<file path="src/rtl/cdad_pkg.sv">
// Package: widths, calendar step tables and state codes for the date adder.
`timescale 1ns / 1ps
`default_nettype none

package cdad_pkg;

  localparam int unsigned YearW   = 14;
  localparam int unsigned MonthW  = 4;
  localparam int unsigned DayW    = 5;
  localparam int unsigned OffsetW = 21;
  localparam int unsigned DaysW   = 24;
  localparam int unsigned StepW   = 18;
  localparam int unsigned DoyW    = 9;
  localparam int unsigned MaxYear = 9999;

  localparam logic [MonthW-1:0] MpFeb   = 4'd11;
  localparam logic [MonthW-1:0] MpJan   = 4'd10;
  localparam logic [1:0]        StepEra = 2'd0;
  localparam logic [1:0]        StepCen = 2'd1;
  localparam logic [1:0]        StepQy  = 2'd2;
  localparam logic [1:0]        StepYr  = 2'd3;

  localparam logic [2:0] S_IDLE = 3'd0;
  localparam logic [2:0] S_ENC  = 3'd1;
  localparam logic [2:0] S_DOY  = 3'd2;
  localparam logic [2:0] S_DEC  = 3'd3;
  localparam logic [2:0] S_MON  = 3'd4;
  localparam logic [2:0] S_FIN  = 3'd5;

  function automatic logic [YearW-1:0] year_step(input logic [1:0] k);
    logic [YearW-1:0] v;
    unique case (k)
      StepEra: v = 14'd400;
      StepCen: v = 14'd100;
      StepQy:  v = 14'd4;
      StepYr:  v = 14'd1;
      default: v = 14'd1;
    endcase
    return v;
  endfunction

  function automatic logic [StepW-1:0] day_step(input logic [1:0] k);
    logic [StepW-1:0] v;
    unique case (k)
      StepEra: v = 18'd146097;
      StepCen: v = 18'd36524;
      StepQy:  v = 18'd1461;
      StepYr:  v = 18'd365;
      default: v = 18'd365;
    endcase
    return v;
  endfunction

  // day of year at the first of each month, year starting in March
  function automatic logic [DoyW-1:0] month_start(input logic [MonthW-1:0] mp);
    logic [DoyW-1:0] v;
    unique case (mp)
      4'd0:    v = 9'd0;
      4'd1:    v = 9'd31;
      4'd2:    v = 9'd61;
      4'd3:    v = 9'd92;
      4'd4:    v = 9'd122;
      4'd5:    v = 9'd153;
      4'd6:    v = 9'd184;
      4'd7:    v = 9'd214;
      4'd8:    v = 9'd245;
      4'd9:    v = 9'd275;
      4'd10:   v = 9'd306;
      4'd11:   v = 9'd337;
      default: v = 9'd0;
    endcase
    return v;
  endfunction

  function automatic logic [DayW-1:0] month_len(input logic [MonthW-1:0] mp);
    logic [DayW-1:0] v;
    unique case (mp)
      4'd1, 4'd3, 4'd6, 4'd8: v = 5'd30;
      4'd11:                  v = 5'd29;
      default:                v = 5'd31;
    endcase
    return v;
  endfunction

endpackage

`default_nettype wire

</file>
<file path="src/rtl/calendar_date_add_days_unit.sv">
// Top level: Gregorian date plus signed day offset on one shared 24-bit adder.
//
// Channel | Direction | Handshake          | Beat
// --------+-----------+--------------------+------------------------------------------
// command | in        | start && !busy     | start_year_i, start_month_i, start_day_i,
//         |           |                    | day_offset_i
// result  | out       | done_o (one cycle) | result_year_o, result_month_o,
//         |           |                    | result_day_o, out_of_range_o
//
// A beat with an invalid start year goes straight to the finish state; else its length is
// set by the era/century/four-year/year loops that encode and then decode the day
// count and by the month walk, each one add or subtract per cycle on the adder.
// busy is high from the accepted beat until done_o; start is ignored meanwhile.
// rst_ni clears the sequencer and the strobe asynchronously; nothing to initialize.
// The receiver cannot stall: done_o is high for exactly one cycle per beat.
`timescale 1ns / 1ps
`default_nettype none

module calendar_date_add_days_unit
  import cdad_pkg::*;
(
  input  wire logic                      clk_i,
  input  wire logic                      rst_ni,
  input  wire logic                      start,
  output logic                           busy,
  input  wire logic [YearW-1:0]          start_year_i,
  input  wire logic [MonthW-1:0]         start_month_i,
  input  wire logic [DayW-1:0]           start_day_i,
  input  wire logic signed [OffsetW-1:0] day_offset_i,
  output logic                           done_o,
  output logic [YearW-1:0]               result_year_o,
  output logic [MonthW-1:0]              result_month_o,
  output logic [DayW-1:0]                result_day_o,
  output logic                           out_of_range_o
);

  logic [2:0]        state_q, state_d;
  logic [1:0]        k_q, k_d;
  logic [1:0]        cnt_q, cnt_d;
  logic [MonthW-1:0] mp_q, mp_d;
  logic [YearW-1:0]  yy_q, yy_d;
  logic [YearW-1:0]  yr_q, yr_d;
  logic [DaysW-1:0]  z_q, z_d;
  logic              bad_q, bad_d;
  logic [YearW-1:0]  in_y_q;
  logic [MonthW-1:0] in_m_q;
  logic [DayW-1:0]   in_d_q;

  logic              done_d;
  logic [YearW-1:0]  res_y_d;
  logic [MonthW-1:0] res_m_d;
  logic [DayW-1:0]   res_d_d;
  logic              res_bad_d;

  logic [DaysW-1:0]  add_a, add_b;
  logic              add_sub;
  logic [DaysW:0]    add_sum;
  logic              add_carry;

  logic [YearW-1:0]  ny;
  logic [MonthW-1:0] nm;
  logic [YearW-1:0]  ystep;
  logic [DaysW-1:0]  dstep;
  logic signed [9:0] doy_adj;
  logic              capped;
  logic [YearW:0]    fin_year;

  assign ystep   = year_step(k_q);
  assign dstep   = {{(DaysW-StepW){1'b0}}, day_step(k_q)};
  assign doy_adj = $signed({1'b0, month_start(mp_q)}) + $signed({5'b0, in_d_q})
                   - 10'sd1;
  assign capped  = (k_q == StepCen) || (k_q == StepYr);

  // shared adder: add or subtract with carry out as the no-borrow flag
  always_comb begin
    add_a   = z_q;
    add_b   = dstep;
    add_sub = 1'b0;
    unique case (state_q)
      S_DOY: add_b = {{(DaysW-10){doy_adj[9]}}, doy_adj};
      S_DEC: add_sub = 1'b1;
      S_MON: begin
        add_b   = {{(DaysW-DayW){1'b0}}, month_len(mp_q)};
        add_sub = 1'b1;
      end
      default: ;
    endcase
  end

  assign add_sum   = {1'b0, add_a} + {1'b0, (add_sub ? ~add_b : add_b)}
                     + {{DaysW{1'b0}}, add_sub};
  assign add_carry = add_sum[DaysW];

  // fold month zero and months above twelve into the year
  always_comb begin
    ny = start_year_i;
    nm = start_month_i;
    if (start_month_i == 4'd0) begin
      nm = 4'd12;
      ny = start_year_i - 14'd1;
    end else if (start_month_i > 4'd12) begin
      nm = start_month_i - 4'd12;
      ny = start_year_i + 14'd1;
    end
  end

  assign fin_year = {1'b0, yr_q} + {{YearW{1'b0}}, (mp_q >= MpJan)};

  always_comb begin
    state_d   = state_q;
    k_d       = k_q;
    cnt_d     = cnt_q;
    mp_d      = mp_q;
    yy_d      = yy_q;
    yr_d      = yr_q;
    z_d       = z_q;
    bad_d     = bad_q;
    done_d    = 1'b0;
    res_y_d   = in_y_q;
    res_m_d   = in_m_q;
    res_d_d   = in_d_q;
    res_bad_d = 1'b1;
    unique case (state_q)
      S_IDLE: begin
        if (start) begin
          k_d   = StepEra;
          z_d   = {{(DaysW-OffsetW){day_offset_i[OffsetW-1]}}, day_offset_i};
          mp_d  = (nm >= 4'd3) ? nm - 4'd3 : nm + 4'd9;
          yy_d  = ny - {{(YearW-1){1'b0}}, (nm <= 4'd2)};
          bad_d = (start_year_i == '0) || (start_year_i > YearW'(MaxYear));
          state_d = bad_d ? S_FIN : S_ENC;
        end
      end
      S_ENC: begin
        if (yy_q >= ystep) begin
          yy_d = yy_q - ystep;
          z_d  = add_sum[DaysW-1:0];
        end else if (k_q == StepYr) begin
          state_d = S_DOY;
        end else begin
          k_d = k_q + 2'd1;
        end
      end
      S_DOY: begin
        z_d     = add_sum[DaysW-1:0];
        k_d     = StepEra;
        cnt_d   = '0;
        yr_d    = '0;
        state_d = S_DEC;
      end
      S_DEC: begin
        if (z_q[DaysW-1]) begin
          bad_d   = 1'b1;
          state_d = S_FIN;
        end else if (add_carry && !(capped && cnt_q == 2'd3)) begin
          z_d   = add_sum[DaysW-1:0];
          yr_d  = yr_q + ystep;
          cnt_d = cnt_q + 2'd1;
        end else begin
          cnt_d = '0;
          if (k_q == StepYr) begin
            mp_d    = '0;
            state_d = S_MON;
          end else begin
            k_d = k_q + 2'd1;
          end
        end
      end
      S_MON: begin
        if (add_carry && mp_q != MpFeb) begin
          z_d  = add_sum[DaysW-1:0];
          mp_d = mp_q + 4'd1;
        end else begin
          state_d = S_FIN;
        end
      end
      S_FIN: begin
        done_d  = 1'b1;
        state_d = S_IDLE;
        if (!bad_q && fin_year != '0 && fin_year <= (YearW+1)'(MaxYear)) begin
          res_y_d   = fin_year[YearW-1:0];
          res_m_d   = (mp_q < MpJan) ? mp_q + 4'd3 : mp_q - 4'd9;
          res_d_d   = z_q[DayW-1:0] + 5'd1;
          res_bad_d = 1'b0;
        end
      end
      default: state_d = S_IDLE;
    endcase
  end

  always_ff @(posedge clk_i or negedge rst_ni) begin
    if (!rst_ni) begin
      state_q <= S_IDLE;
      done_o  <= 1'b0;
    end else begin
      state_q <= state_d;
      done_o  <= done_d;
    end
  end

  always_ff @(posedge clk_i) begin
    k_q   <= k_d;
    cnt_q <= cnt_d;
    mp_q  <= mp_d;
    yy_q  <= yy_d;
    yr_q  <= yr_d;
    z_q   <= z_d;
    bad_q <= bad_d;
    if (state_q == S_IDLE && start) begin
      in_y_q <= start_year_i;
      in_m_q <= start_month_i;
      in_d_q <= start_day_i;
    end
    if (done_d) begin
      result_year_o  <= res_y_d;
      result_month_o <= res_m_d;
      result_day_o   <= res_d_d;
      out_of_range_o <= res_bad_d;
    end
  end

  assign busy = (state_q != S_IDLE);

  a_done_idle: assert property (@(posedge clk_i) disable iff (!rst_ni)
    done_o |-> !busy)
    else $error("result strobe while busy");

  a_start_busy: assert property (@(posedge clk_i) disable iff (!rst_ni)
    (start && !busy) |=> busy)
    else $error("accepted beat did not raise busy");

  a_month_ok: assert property (@(posedge clk_i) disable iff (!rst_ni)
    (done_o && !out_of_range_o) |->
      (result_month_o >= 4'd1 && result_month_o <= 4'd12 && result_day_o != 5'd0))
    else $error("invalid month or day in result");

  a_year_ok: assert property (@(posedge clk_i) disable iff (!rst_ni)
    (done_o && !out_of_range_o) |->
      (result_year_o != '0 && result_year_o <= YearW'(MaxYear)))
    else $error("result year out of range without flag");

  a_walk_bound: assert property (@(posedge clk_i) disable iff (!rst_ni)
    (state_q == S_MON) |-> (mp_q <= MpFeb && !z_q[DaysW-1]))
    else $error("month walk out of bounds");

endmodule

`default_nettype wire

</file>
<file path="config.mk">
export PLATFORM = sky130hd
export DESIGN_NAME = calendar_date_add_days_unit
export DESIGN_NICKNAME = d
export VERILOG_FILES = /design/src/rtl/cdad_pkg.sv /design/src/rtl/calendar_date_add_days_unit.sv
export SDC_FILE = /design/constraint.sdc
export NUM_CORES = 1
export LEC_CHECK = 0
export BUFFER_PORTS_ARGS = -buffer_cell sky130_fd_sc_hd__buf_2
export CAP_MARGIN = 20
export CORE_ASPECT_RATIO = 0.8
export CORE_MARGIN = 1.5
export CORE_UTILIZATION = 56
export DETAILED_ROUTE_END_ITERATION = 8
export PLACE_DENSITY_LB_ADDON = 0.2
export SYNTH_ARGS = -nofsm -noshare
export SYNTH_HDL_FRONTEND = slang
export SYNTH_SLANG_ARGS = --single-unit
</file>
<file path="constraint.sdc">
create_clock -name clk_i -period 6.6 [get_ports clk_i]
set_input_delay 0 -clock clk_i [delete_from_list [all_inputs] [get_ports clk_i]]
set_output_delay 0 -clock clk_i [all_outputs]
set_load 0.1 [all_outputs]
</file>
Word level (Yosys, flattened, before mapping)
Memories as Yosys holds them, arrays and structs flattened. A register that Yosys moved wholly into a read port is not among the register bits.
Index checks and enable logic that the tools add are counted.
Storage, ports and cells
  memories kept: 1
  bits in read-only memories: 144
  input bits: 47
  logic and storage cells: 167
  output and inout port bits: 26
  flip-flop bits (word level): 112
Memories
  (no name shown): depth 16, bits a word 9, rd ports 1, clocked after Yosys merged registers in 1, wr ports 0, line cdad_pkg.sv:57  | unique case (mp)
Cells by class
  order comparisons: 8
  add/sub/neg operators: 19
  bitwise logic cells: 1
  multiplexer cells: 60
  reductions and logical operators: 33
  equality and inequality tests: 28
Operators by type and width (count)
  2-to-1 mux 24 bit: 6
  one-hot mux 24 bit (5 select lines): 1
  2-to-1 mux 14 bit: 8
  one-hot mux 18 bit (4 select lines): 1
  one-hot mux 14 bit (2 select lines): 2
  one-hot mux 14 bit (4 select lines): 1
  2-to-1 mux 4 bit: 12
  one-hot mux 24 bit (2 select lines): 1
  adder 24 x 24 -> 25 bit: 1
  adder 25 x 1 -> 25 bit: 1
  2-to-1 mux 3 bit: 8
  NOT 24 bit: 1
  inequality test 2 bit (second input constant): 11
  AND reduction 6 bit: 3
  adder 14 x 1 -> 15 bit: 1
  less-or-equal comparator 15 x 14 -> 1 bit (second input constant): 1
  one-hot mux 3 bit (5 select lines): 1
  nonzero test 15 bit: 1
  adder 14 x 1 -> 14 bit (second input constant): 1
  adder 14 bit: 1
  >= comparator 14 bit: 1
  greater-than comparator 14 bit (second input constant): 1
  zero test 14 bit: 1
  2-to-1 mux 2 bit: 7
  50 further kinds: 76

Longest topological paths before layout
Gate-level depths: netlist (run 1).
  depth in word-level cells: 13
  depth in mapped cells: 28
  mapped depth without buffers: 27

Worst setup path after synthesis (run 1)
Ideal clock, no wire load.
  path kind: register to register
  from: reg in_d_q[1]
  to: reg z_q[0] (netlist: add_a[0]), enable pin
  stages on the path, launching flop included: 25
  path buffers: 1
  clock period less this slack: 6408 ps
  arrival time: 5967 ps
  setup time: 442 ps
  data required time: 6158 ps
  slack: 192 ps
  path through: edfxtp_1 -> inv_1 -> ha_1 -> inv_1 -> ha_1 -> fa_1 -> a21o_1 -> a21oi_1 -> o21bai_1 -> a21oi_1 -> o21bai_1 -> a21oi_1 -> xnor2_1 -> mux2i_1 -> o221ai_1 -> ha_1 -> clkbuf_1 -> nand4_1 -> a21oi_1 -> o21ai_4 -> a21oi_2 -> o31ai_1 -> a21oi_1 -> nand2b_1 -> a221oi_1
On the way
  word-level cells in the longest chain between the ends: 10
  elaborated cells between the ends (all ways): 12
  those cells by class: 4 x add/sub; 2 x eq/ne; 2 x mux; 1 x bitwise; 3 x reduce/logical
Ends and longest elaborated chain
  start, declared: line calendar_date_add_days_unit.sv:47  | logic [DayW-1:0] in_d_q;
  start signal, assigned: line calendar_date_add_days_unit.sv:212  | in_d_q <= start_day_i;
  adder 9 x 5 -> 10 bit (*): line calendar_date_add_days_unit.sv:70  | assign doy_adj = $signed({1'b0, month_start(mp_q)}) + $signed({5'b0, in_d_q})
  subtractor 10 x 2 -> 10 bit (*): line calendar_date_add_days_unit.sv:71  | - 10'sd1;
  one-hot mux 24 bit (2 select lines) (*): line calendar_date_add_days_unit.sv:79  | unique case (state_q)
  NOT 24 bit: line calendar_date_add_days_unit.sv:90  | assign add_sum = {1'b0, add_a} + {1'b0, (add_sub ? ~add_b : add_b)}
  2-to-1 mux 24 bit (*): line calendar_date_add_days_unit.sv:90
  adder 24 x 24 -> 25 bit (*): line calendar_date_add_days_unit.sv:90
  adder 25 x 1 -> 25 bit (*): line calendar_date_add_days_unit.sv:91  | + {{DaysW{1'b0}}, add_sub};
  logical AND 1 bit (on tied branches): line calendar_date_add_days_unit.sv:155, calendar_date_add_days_unit.sv:170
  inequality test 2 bit (no line)
  AND reduction 6 bit (no line) (*)
  end signal, assigned: line calendar_date_add_days_unit.sv:207  | z_q <= z_d;
  end, declared: line calendar_date_add_days_unit.sv:43  | logic [DaysW-1:0] z_q, z_d;
Mark *: on every way between the ends. The rest lies on a longest branch, timed or not.
A chain may end at the register's enable or synchronous reset.

==> results of run 1 <==
power breakdown:
part | switching [uW] | leakage (uW) | internal, uW
combinational | 2540 | 0.00318 | 1620
sequential | 181 | 0.00116 | 1270
clock | 369 | 0.000278 | 558
total | 3090 | 0.00462 | 3440
cell type report:
| class | instances | area [um2] | share of cell area |
|---|---|---|---|
| clock buffers | 18 | 429.2 | 0.03870 |
| clock inverters | 13 | 148.9 | 0.01343 |
| inverters | 66 | 247.7 | 0.02234 |
| multi-input cells | 761 | 5549 | 0.5004 |
| flip-flops and latches | 121 | 3523 | 0.3177 |
| well taps | 220 | 275.3 | 0.02482 |
| repair buffers | 130 | 915.9 | 0.08259 |
flip-flops by register name, summed over array words and instances (netlist names), 3 cells and up, named ones only:
signal,cells
state_q,3
result_year_o,14
mp_q,4
in_m_q,4
add_a,24
yy_q,14
yr_q,14
result_day_o,5
in_y_q,14
result_month_o,4
in_d_q,5
cell usage after synthesis, drive strengths merged, types with 5 or more instances:
library cell  number  area (um2)
a21o              22       165.2
dfxtp              9       180.2
nand2b            12       75.07
nand3             24       120.1
o21ai             70       369.1
ha                80        1001
and3              17       106.4
mux2i             18       183.9
buf               17       118.9
nor3              19       100.1
inv               66       247.7
xor2              42       367.9
o31ai              7       66.31
edfxtp           108        3243
a211oi             7       62.56
nor4               6       58.80
nand4              8       65.06
nor2              69       264.0
a21oi             67       342.8
mux2              17       191.4
nor2b             10       62.56
o21bai            11       82.58
nor3b              5       60.06
o211ai            14       128.9
o22ai              7       43.79
a31oi             10       62.56
or3                7       43.79
clkbuf            23       86.33
o21a               7       52.55
nand2             81       306.6
xnor2             48       420.4
placed cells by master, fill, tap and decap left out, types with 5 or more instances in the layout:
cell / synthesis / routed
o21a_1: 7 / 7
clkbuf_16: 0 / 17
mux2_2: 5 / 5
nand2b_1: 12 / 12
inv_1: 66 / 66
ha_1: 80 / 80
o21ai_1: 8 / 8
mux2_1: 12 / 12
o21bai_1: 11 / 11
xnor2_1: 48 / 48
nor2b_1: 10 / 10
o31ai_1: 6 / 6
o211ai_1: 11 / 11
nor3_1: 18 / 17
o21ai_0: 59 / 59
a211oi_1: 5 / 5
mux2i_1: 17 / 16
a21o_1: 22 / 22
edfxtp_1: 108 / 108
a31oi_1: 10 / 10
nor2_1: 67 / 67
buf_2: 8 / 72
nand3_1: 24 / 24
dlygate4sd3_1: 0 / 45
dfxtp_1: 9 / 9
or3_1: 7 / 7
buf_4: 0 / 11
xor2_1: 42 / 42
o22ai_1: 7 / 7
and3_1: 17 / 17
clkinv_4: 0 / 5
a21oi_1: 65 / 65
nand4_1: 7 / 7
nand2_1: 80 / 80
through the flow:
step | total power (uW) | cells | hold slack [ns]
finish | 6526 | 1329 | 0.03023
global route | 7064 | 1329 | 0.05430
CTS | 6451 | 1326 | 0.01811
detailed placement | 5459 | 1250 | -0.1754
global placement | 5397 | 1250 | -0.1761
floorplan | 4635 | 988 | -0.2956
path summary, 6_finish.rpt:
check,cells after the start,end,slack [ns],startpoint
worst min register to register,1,result_year_o[4]$_DFFE_PP_,0.52,in_y_q[4]$_DFFE_PP_
max in group asynchronous,3,state_q[2]$_DFFE_PN0P_,5.91,rst_ni
worst max register to register,26,flip-flop,0.57,in_d_q[1]$_DFFE_PP_
worst max-delay path,26,flip-flop,0.57,in_d_q[1]$_DFFE_PP_
min in group asynchronous,3,done_o$_DFF_PN0_,0.50,rst_ni
worst min-delay path,3,add_a[0]$_DFFE_PP_,0.03,day_offset_i[0]
worst max-delay path, delay by kind of cell, from the launching register on:
kind | cells | cell delay, ns
multiplexers | 2 | 0.67
AO/OA/AOI/OAI | 13 | 2.32
adder cells (fa/ha/maj) | 5 | 1.55
buffers and inverters | 4 | 0.38
AND/OR/NAND/NOR | 1 | 0.34
flip-flops | 1 | 0.34
XOR/XNOR | 1 | 0.33
repair_timing:
action                                  CTS  global route
endpoints found under the hold margin    50             0
setup buffers                             0             1
hold buffers                             45             0
resized for setup                         0             1
endpoints found under the setup margin    0             2
per-layer routing:
metal,up-vias,GRT usage
met3,42,0.05361
li1,3866,-
met4,0,0.08354
met2,305,0.4151
met1,3779,0.4142
met5,-,0
kinds of logic (layout without fill, tap and decap cells):
kind of cell    count (synthesis)  in the layout  synth area share
xor+xnor                       90             90           0.08298
compound gates                274            274            0.1961
fa+ha+maj                      82             82            0.1096
buf+inv                       106            227           0.04768
simple gates                  280            280            0.1532
flops                         121            121            0.3709
mux                            35             35           0.03951
==> summary.txt, run 1 <==
Status: complete, no violations
Met1 wire length: 11,060 um
Max-slew headroom: 0.3031
Placed cell areas: 10,030 um2
Worst slew pin tran: 1.043 ns
EDFF count, synth: 108
Die width: 148.6 um
WL met2: 10,350 um
Inserted Clock Buffers: 17
TritonCTS clock tree: yes
Skew-Pair Late Insertion Delay: 0.42 ns
Synthesis Warnings: 0
FP Rows: 42
First-pass GRT wire length: 39,070 um
Fill cells: 1,270
Port bufs: 72
Mapped Area: 9499 um2
Routability Congestion: 0.8778
Worst Path Class, Setup: reg -> reg
Core box area: 16,550 um2
Setup Viol. Count Final: 0
Peak VDD IR: 392.4 uV
CP Data Required Time: 6.91 ns
Share of post-route cells with drive strength above 1: 0.1407
Area Overhead vs Synth: 16.74%
Post-layout net count: 1,226
Synth Register Bits: 121
Syn Nets: 1,117
Post-layout min period: 6.034 ns
Avg WL per Cell: 17.75 um
Clock Skews: 0.01010 ns
Startpoint types: flip-flop
CTS max path bufs: 2
WL met3: 1739 um
Worst-path fanout max: 8
Die ar.: 17,760 um2
Number of global-route vias before repair: 7,639
Antenna violations before repair: 0
Post-synthesis average cell area: 9.614 um2
# DRC: 0
Fin. max-slew vios: 0
LEAKAGE: 0.004621 uW
Main synth FF type: edfxtp_1
Gr usage total: 0.2800
DRT iter0 DRCs: 891
Root Buffer: clkbuf_16
Post-route cell area: 11,090 um2
Sum of negative setup slack: 0 ns
Post-route ant nets: 0
DRT Wirelength: 23,590 um
Unrepaired setup endpoints after global routing: no
Final antenna diode count: 0
Slowest stage cell, crit path: fa_1
Initial Util: 0.5738
I/O Pins: 73
Clock sink count: 121
Register area share after synthesis: 0.3709
Grt ovf: 0
Worst setup EP type: flip-flop
Die H: 119.5 um
Placement Setup Slack: 0.5402 ns
DR vias: 7,992
Worst EP arrival: 6.34 ns
Final cell utilization of the core: 0.6699
Fin. Hold Viols: 0
Unique masters post-synth: 93
Vias/cell: 6.014
Top sig layer: met4
Cell count after synthesis: 988
PnR worst setup slack: 0.5658 ns
Drt pass-1 iters: 5
P per Cell Area: 588.5 nW/um2
Ys async rst share: 0.03306
CTS clk-pin slew, worst paths: 0.06 ns
Fmax: 165.7 MHz
Fin crit share: 0.9143
Final HPWL DP: 16,450 um
# Max-Cap Violations: 0
Largest net degree at the start of global routing: 38
Slowest stage delay, CP: 0.40 ns
# H-tree levels: 4
Hold Crit Class: in -> reg
Power figures use the tool's default switching activity.
==> run 2, diff against run 1 <==
- ABC_AREA: default -> 1
==> summary.txt, run 2 <==
Status: complete, no violations (unchanged)
TritonCTS clock tree: yes (unchanged)
Hold-fix buffers, CTS: 46 (was 45)
Hold WS: 0.09635 ns (was 0.03023 ns)
# H-tree levels: 4 (unchanged)
Antenna violations before repair: 0 (unchanged)
CTS max path bufs: 2 (unchanged)
First-pass GRT wire length: 41,750 um (was 39,070 um)
FP Rows: 43 (was 42)
Delay-heaviest family, CP: simple AND/OR/NAND/NOR gates (was compound AO/OA/AOI/OAI gates)
Routability Congestion: 0.9056 (was 0.8778)
Main synth FF type: edfxtp_1 (unchanged)
Avg WL per Cell: 15.56 um (was 17.75 um)
WP buf/inv: 5 (was 4)
Final antenna diode count: 0 (unchanged)
EDFF count, synth: 108 (unchanged)
CP Data Required Time: 6.92 ns (was 6.91 ns)
Port bufs: 72 (unchanged)
Placed cell count: 1,606 (was 1,250)
Skew-Pair Late Insertion Delay: 0.43 ns (was 0.42 ns)
Unrepaired setup endpoints after global routing: no (unchanged)
Number of global-route vias before repair: 8,459 (was 7,639)
Die width: 151.0 um (was 148.6 um)
Hold Path Cell Cnt: 5 (was 3)
Root Buffer: clkbuf_16 (unchanged)
Post-route ant nets: 0 (unchanged)
Reg2reg setup slack: 1.28 ns (was 0.57 ns)
Drt pass-1 iters: 5 (unchanged)
# Max-Cap Violations: 0 (unchanged)
Min-Delay Startpoint: start (was day_offset_i[0])
Slowest stage cell, crit path: ha_1 (was fa_1)
Synth cell count leaders: nand2_1, inv_1, nor2_1 (was edfxtp_1, ha_1, nand2_1)
CTS clk-pin slew, worst paths: 0.06 ns (about the same)
Worst EP arrival: 5.65 ns (was 6.34 ns)
Biggest area consumer among synthesized cells: edfxtp_1 (unchanged)
Area Overhead vs Synth: 16.87% (was 16.74%)
Commonest cells after routing, fill and taps aside: nand2_1, inv_1, nor2_1, edfxtp_1, ha_1 (was edfxtp_1, nand2_1, ha_1, buf_2, nor2_1)
Cts repair resizes: 0 (unchanged)
# DRC: 0 (unchanged)
Syn Nets: 1,451 (was 1,117)
Min-Delay Endpoint: bad_q$_SDFFCE_PP1P_ (was add_a[0]$_DFFE_PP_)
Register area share after synthesis: 0.3592 (was 0.3709)
Fmax: 187.9 MHz (was 165.7 MHz)
Worst setup EP type: flip-flop (unchanged)
Path length in cells of the critical path: 31 (was 26)
Most common cell in the netlist: nand2_1 (was edfxtp_1)
Fill cells: 1,500 (was 1,270)
Multi-input gate area: 5431 um2 (was 5549 um2)
Ys async rst share: 0.03306 (unchanged)
Synth top area cells: edfxtp_1, nand2_1, ha_1 (was edfxtp_1, ha_1, xnor2_1)
Share of post-route cells with drive strength above 1: 0.1151 (was 0.1407)
DR vias: 9,270 (was 7,992)
Unique masters post-synth: 56 (was 93)
Sum of negative setup slack: 0 ns (unchanged)
Core box area: 17,220 um2 (was 16,550 um2)
Max-slew headroom: 0.4596 (was 0.3031)
Clock Skews: 0.006774 ns (was 0.01010 ns)
Final HPWL DP: 19,510 um (was 16,450 um)
Seq. cell area: 3523 um2 (unchanged)
Max reg flops: 24 (unchanged)
Clock sink count: 121 (unchanged)
Largest net degree at the start of global routing: 47 (was 38)
Synthesis Warnings: 0 (unchanged)
Setup Viol. Count Final: 0 (unchanged)
Grt ovf: 0 (unchanged)
I/O Pins: 73 (unchanged)
Reg-to-reg startpoint: in_d_q[1]$_DFFE_PP_ (unchanged)
Cell mode on critical path: nand2_1
Mapped Area: 9809 um2 (was 9499 um2)
Startpoint types: flip-flop (unchanged)
Top-area cell type share of the netlist area: 0.3306 (was 0.3414)
Slowest stage delay, CP: 0.44 ns (was 0.40 ns)
Fin crit share: 0.8065 (was 0.9143)
Post-synthesis average cell area: 7.420 um2 (was 9.614 um2)
Inserted Clock Buffers: 17 (unchanged)
Worst-path fanout max: 11 (was 8)
Die H: 121.4 um (was 119.5 um)
Gr usage total: 0.2950 (was 0.2800)
Vias/cell: 5.505 (was 6.014)
Initial Util: 0.5698 (was 0.5738)
Leading cell type in the layout, fill and taps excluded: nand2_1 (was edfxtp_1)
Die ar.: 18,320 um2 (was 17,760 um2)
Fin. Hold Viols: 0 (unchanged)
DRT Wirelength: 26,210 um (was 23,590 um)
Worst Path Class, Setup: reg -> reg (unchanged)
Cell count after synthesis: 1,322 (was 988)
Setup Fix Bufs, Post-CTS: 0 (unchanged)
Post-layout net count: 1,575 (was 1,226)
Cell count of the worst reg-to-reg path: 31 (was 26)
Fin. max-slew vios: 0 (unchanged)
Non-filler cells, final: 1,684 (was 1,329)
Hold Crit Class: in -> reg (unchanged)
Synth Register Bits: 121 (unchanged)
Worst slew pin tran: 0.8062 ns (was 1.043 ns)
DRT iter0 DRCs: 860 (was 891)
Post-layout min period: 5.323 ns (was 6.034 ns)
run 2: cell count changes in the layout (fill, tap and decap cells not counted), sizes merged, moves of 20 or more:
cell,change
nor2,+51
a21o,-20
nand3,+56
xnor2,-36
nand2,+291
o21ai,+33
inv,+132
run 2: final cells by class:
class | instances | area share
repair buffers | 126 | 0.07683
flip-flops and latches | 121 | 0.3073
well taps | 225 | 0.02456
inverters | 200 | 0.06548
clock buffers | 19 | 0.03951
clock inverters | 13 | 0.01255
multi-input cells | 980 | 0.4738
run 2: metrics by stage:
| step | setup WS, ns | instance area [um2] | util |
|---|---|---|---|
| global placement | 1.519 | 10410 | 0.6045 |
| floorplan | 1.100 | 9809 | - |
| global route | 0.7127 | 11460 | 0.6659 |
| finish | 1.277 | 11460 | 0.6659 |
| CTS | 1.319 | 11460 | 0.6659 |
| detailed placement | 1.393 | 10410 | 0.6045 |
run 2: how the worst max path moves through the flow:
| stage | from | endpoint | slack (ns) |
|---|---|---|---|
| 4_1_cts | in_d_q[1]$_DFFE_PP_ | flip-flop | 1.32 |
| 6_report | in_d_q[1]$_DFFE_PP_ | flip-flop | 1.28 |
| 3_5_place_dp | in_d_q[1]$_DFFE_PP_ | flip-flop | 1.39 |
| 2_1_floorplan | in_d_q[1]$_DFFE_PP_ | add_a[0]$_DFFE_PP_ | 1.10 |
| 3_3_place_gp | in_d_q[1]$_DFFE_PP_ | flip-flop | 1.52 |
| 5_1_grt | in_d_q[1]$_DFFE_PP_ | flip-flop | 0.71 |
run 2: worst min-delay path, stage by stage:
cell	delay, ns
buf_2	0.11
nor2_1	0.05
inv_1	0.12
nand2_1	0.07
inv_1	0.05
run 2: kinds of logic (layout without fill, tap and decap cells):
kind of cell	after synthesis	after routing	share of synthesized area
adder cells (fa/ha/maj)	82	82	0.1061
AO/OA/AOI/OAI	218	218	0.1276
multiplexers	2	2	0.002041
buffers and inverters	221	358	0.08865
flip-flops	121	121	0.3592
AND/OR/NAND/NOR	632	632	0.2746
XOR/XNOR	46	46	0.04184
run 2: routing by layer:
| metal | GRT usage | wire [um] |
|---|---|---|
| met4 | 0.1019 | 580 |
| met1 | 0.4222 | 12220 |
| met3 | 0.05376 | 2072 |
| met2 | 0.4466 | 11340 |
| met5 | 0 | 0 |
Power of run 2 is not shown: default switching activity piles up to over one toggle a cycle in this logic, so the estimate is an artifact.
==> run 3, diff against run 2 <==
- CORE_UTILIZATION: 56 -> 62
- clock period: 6.6 -> 5.08 ns (I/O delays scaled with it)
==> summary.txt, run 3 (synthesis gave the netlist of run 2 again) <==
Largest net degree at the start of global routing: 47 (unchanged)
Met2 GRT Util: 0.5119 (was 0.4466)
Fmax: 206.4 MHz (was 187.9 MHz)
Hold WS: 0.1174 ns (was 0.09635 ns)
Gr usage total: 0.3310 (was 0.2950)
CTS clk-pin slew, worst paths: 0.06 ns (about the same)
I/O Pins: 73 (unchanged)
Inserted Clock Buffers: 17 (unchanged)
Root Buffer: clkbuf_16 (unchanged)
Non-filler cells, final: 1,682 (was 1,684)
Setup Viol. Count Final: 0 (unchanged)
Fin crit share: 0.9536 (was 0.8065)
Status: complete, no violations (unchanged)
Worst-path fanout max: 5 (was 11)
Commonest cells after routing, fill and taps aside: nand2_1, inv_1, nor2_1, edfxtp_1, nand3_1 (was nand2_1, inv_1, nor2_1, edfxtp_1, ha_1)
Final HPWL DP: 19,180 um (was 19,510 um)
Fin. Hold Viols: 0 (unchanged)
Vias/cell: 5.687 (was 5.505)
Port bufs: 72 (unchanged)
# Max-Cap Violations: 0 (unchanged)
Die H: 115.5 um (was 121.4 um)
Cell mode on critical path: nand2_1 (unchanged)
Startpoint types: flip-flop (unchanged)
Clock Skews: 0.008005 ns (was 0.006774 ns)
Avg WL per Cell: 16.14 um (was 15.56 um)
PnR worst setup slack: 0.2358 ns (was 1.277 ns)
Max-slew headroom: 0.4624 (was 0.4596)
Hold Crit Class: in -> reg (unchanged)
Post-layout min period: 4.844 ns (was 5.323 ns)
TritonCTS clock tree: yes (unchanged)
Core box area: 15,210 um2 (was 17,220 um2)
Post-layout net count: 1,588 (was 1,575)
Top Usage Layer GRT: met2 (unchanged)
Post-route ant nets: 0 (unchanged)
FP Rows: 40 (was 43)
Worst EP arrival: 5.16 ns (was 5.65 ns)
First-pass GRT wire length: 42,500 um (was 41,750 um)
Met1 global-route usage: 0.4722 (was 0.4222)
DR vias: 9,566 (was 9,270)
Routing usage on met3: 0.06322 (was 0.05376)
Die ar.: 16,590 um2 (was 18,320 um2)
Routability Congestion: 0.9358 (was 0.9056)
Slowest stage cell, crit path: fa_2 (was ha_1)
Placement Setup Slack: -0.0006999 ns (was 1.393 ns)
Worst setup EP type: flip-flop (unchanged)
Leading cell type in the layout, fill and taps excluded: nand2_1 (unchanged)
Initial Util: 0.6447 (was 0.5698)
Fill cells: 1,107 (was 1,500)
Skew-Pair Late Insertion Delay: 0.43 ns (about the same)
Slowest stage delay, CP: 0.37 ns (was 0.44 ns)
Fin. max-slew vios: 0 (unchanged)
DRT Wirelength: 27,150 um (was 26,210 um)
Grt ovf: 0 (unchanged)
Max reg flops: 24 (unchanged)
CTS max path bufs: 2 (unchanged)
DRT iter0 DRCs: 1,133 (was 860)
Clock sink count: 121 (unchanged)
Placed cell areas: 10,430 um2 (was 10,410 um2)
Final antenna diode count: 0 (unchanged)
Drt pass-1 iters: 6 (was 5)
# H-tree levels: 4 (unchanged)
Share of post-route cells with drive strength above 1: 0.1406 (was 0.1151)
Die width: 143.6 um (was 151.0 um)
Placed cell count: 1,595 (was 1,606)
CP Data Required Time: 5.40 ns (was 6.92 ns)
# DRC: 0 (unchanged)
Worst Path Class, Setup: reg -> reg (unchanged)
Number of global-route vias before repair: 8,750 (was 8,459)
Post-route cell area: 11,840 um2 (was 11,460 um2)
Antenna violations before repair: 0 (unchanged)
Area Overhead vs Synth: 20.69% (was 16.87%)
Worst slew pin tran: 0.8021 ns (was 0.8062 ns)
run 3: cell types whose count changed in the layout (fill, tap and decap cells not counted), sizes merged:
cell / delta
buf: +13
bufinv: +3
clkbuf: +2
clkinv: -3
clkinvlp: -1
inv: -1
run 3: path summary, 6_finish.rpt:
kind                                      from                     endpoint  slack, ns  cells after the start
max                        in_d_q[1]$_DFFE_PP_                    flip-flop       0.24                     36
min                                      start          bad_q$_SDFFCE_PP1P_       0.12                      5
max reg2reg                in_d_q[1]$_DFFE_PP_                    flip-flop       0.24                     36
min reg2reg                in_m_q[1]$_DFFE_PP_  result_month_o[1]$_DFFE_PP_       0.52                      2
max in group asynchronous               rst_ni             done_o$_DFF_PN0_       4.39                      3
min in group asynchronous               rst_ni       state_q[2]$_DFFE_PN0P_       0.50                      3
run 3: metal layers:
metal | wire length (um) | part of all wire | vias up
li1 | - | - | 4668
met3 | 2650 | 0.098 | 53
met2 | 11880 | 0.44 | 501
met4 | 562 | 0.021 | 0
met1 | 12050 | 0.44 | 4344
met5 | 0 | 0 | -
run 3: through the flow:
| stage | util | TNS [ns] |
|---|---|---|
| after detailed placement | 0.6852 | -0.0006999 |
| after CTS | 0.7588 | 0 |
| after global placement | 0.6852 | 0 |
| after floorplan | - | 0 |
| after global routing | 0.7781 | -0.4290 |
| final | 0.7781 | 0 |
run 3: repair_timing:
action | 4_1_cts | 5_1_grt
pin swaps | 0 | 8
hold endpoints to repair | 51 | 0
buffers inserted | 0 | 9
cloned | 0 | 0
hold buffers | 46 | 0
setup endpoints to repair | 9 | 69
resized for setup | 3 | 38
run 3: worst max-delay path: cells and delay by family (launching register included):
kind / cells / cell delay (ns)
adder cells (fa/ha/maj): 5 / 1.41
flip-flops: 1 / 0.34
AND/OR/NAND/NOR: 18 / 1.65
AO/OA/AOI/OAI: 5 / 0.57
XOR/XNOR: 1 / 0.18
buffers and inverters: 7 / 0.61
run 3: area by class of cell:
| class | count | area, um2 | share of cell area |
|---|---|---|---|
| Inverter | 200 | 750.7 | 0.06341 |
| Sequential cell | 121 | 3523 | 0.2976 |
| Clock inverter | 11 | 191.4 | 0.01617 |
| Tap cell | 210 | 262.8 | 0.02219 |
| Clock buffer | 21 | 460.4 | 0.03889 |
| Multi-Input combinational cell | 980 | 5672 | 0.4791 |
| Timing Repair Buffer | 139 | 978.4 | 0.08265 |
Power of run 3 is left out for the same reason.
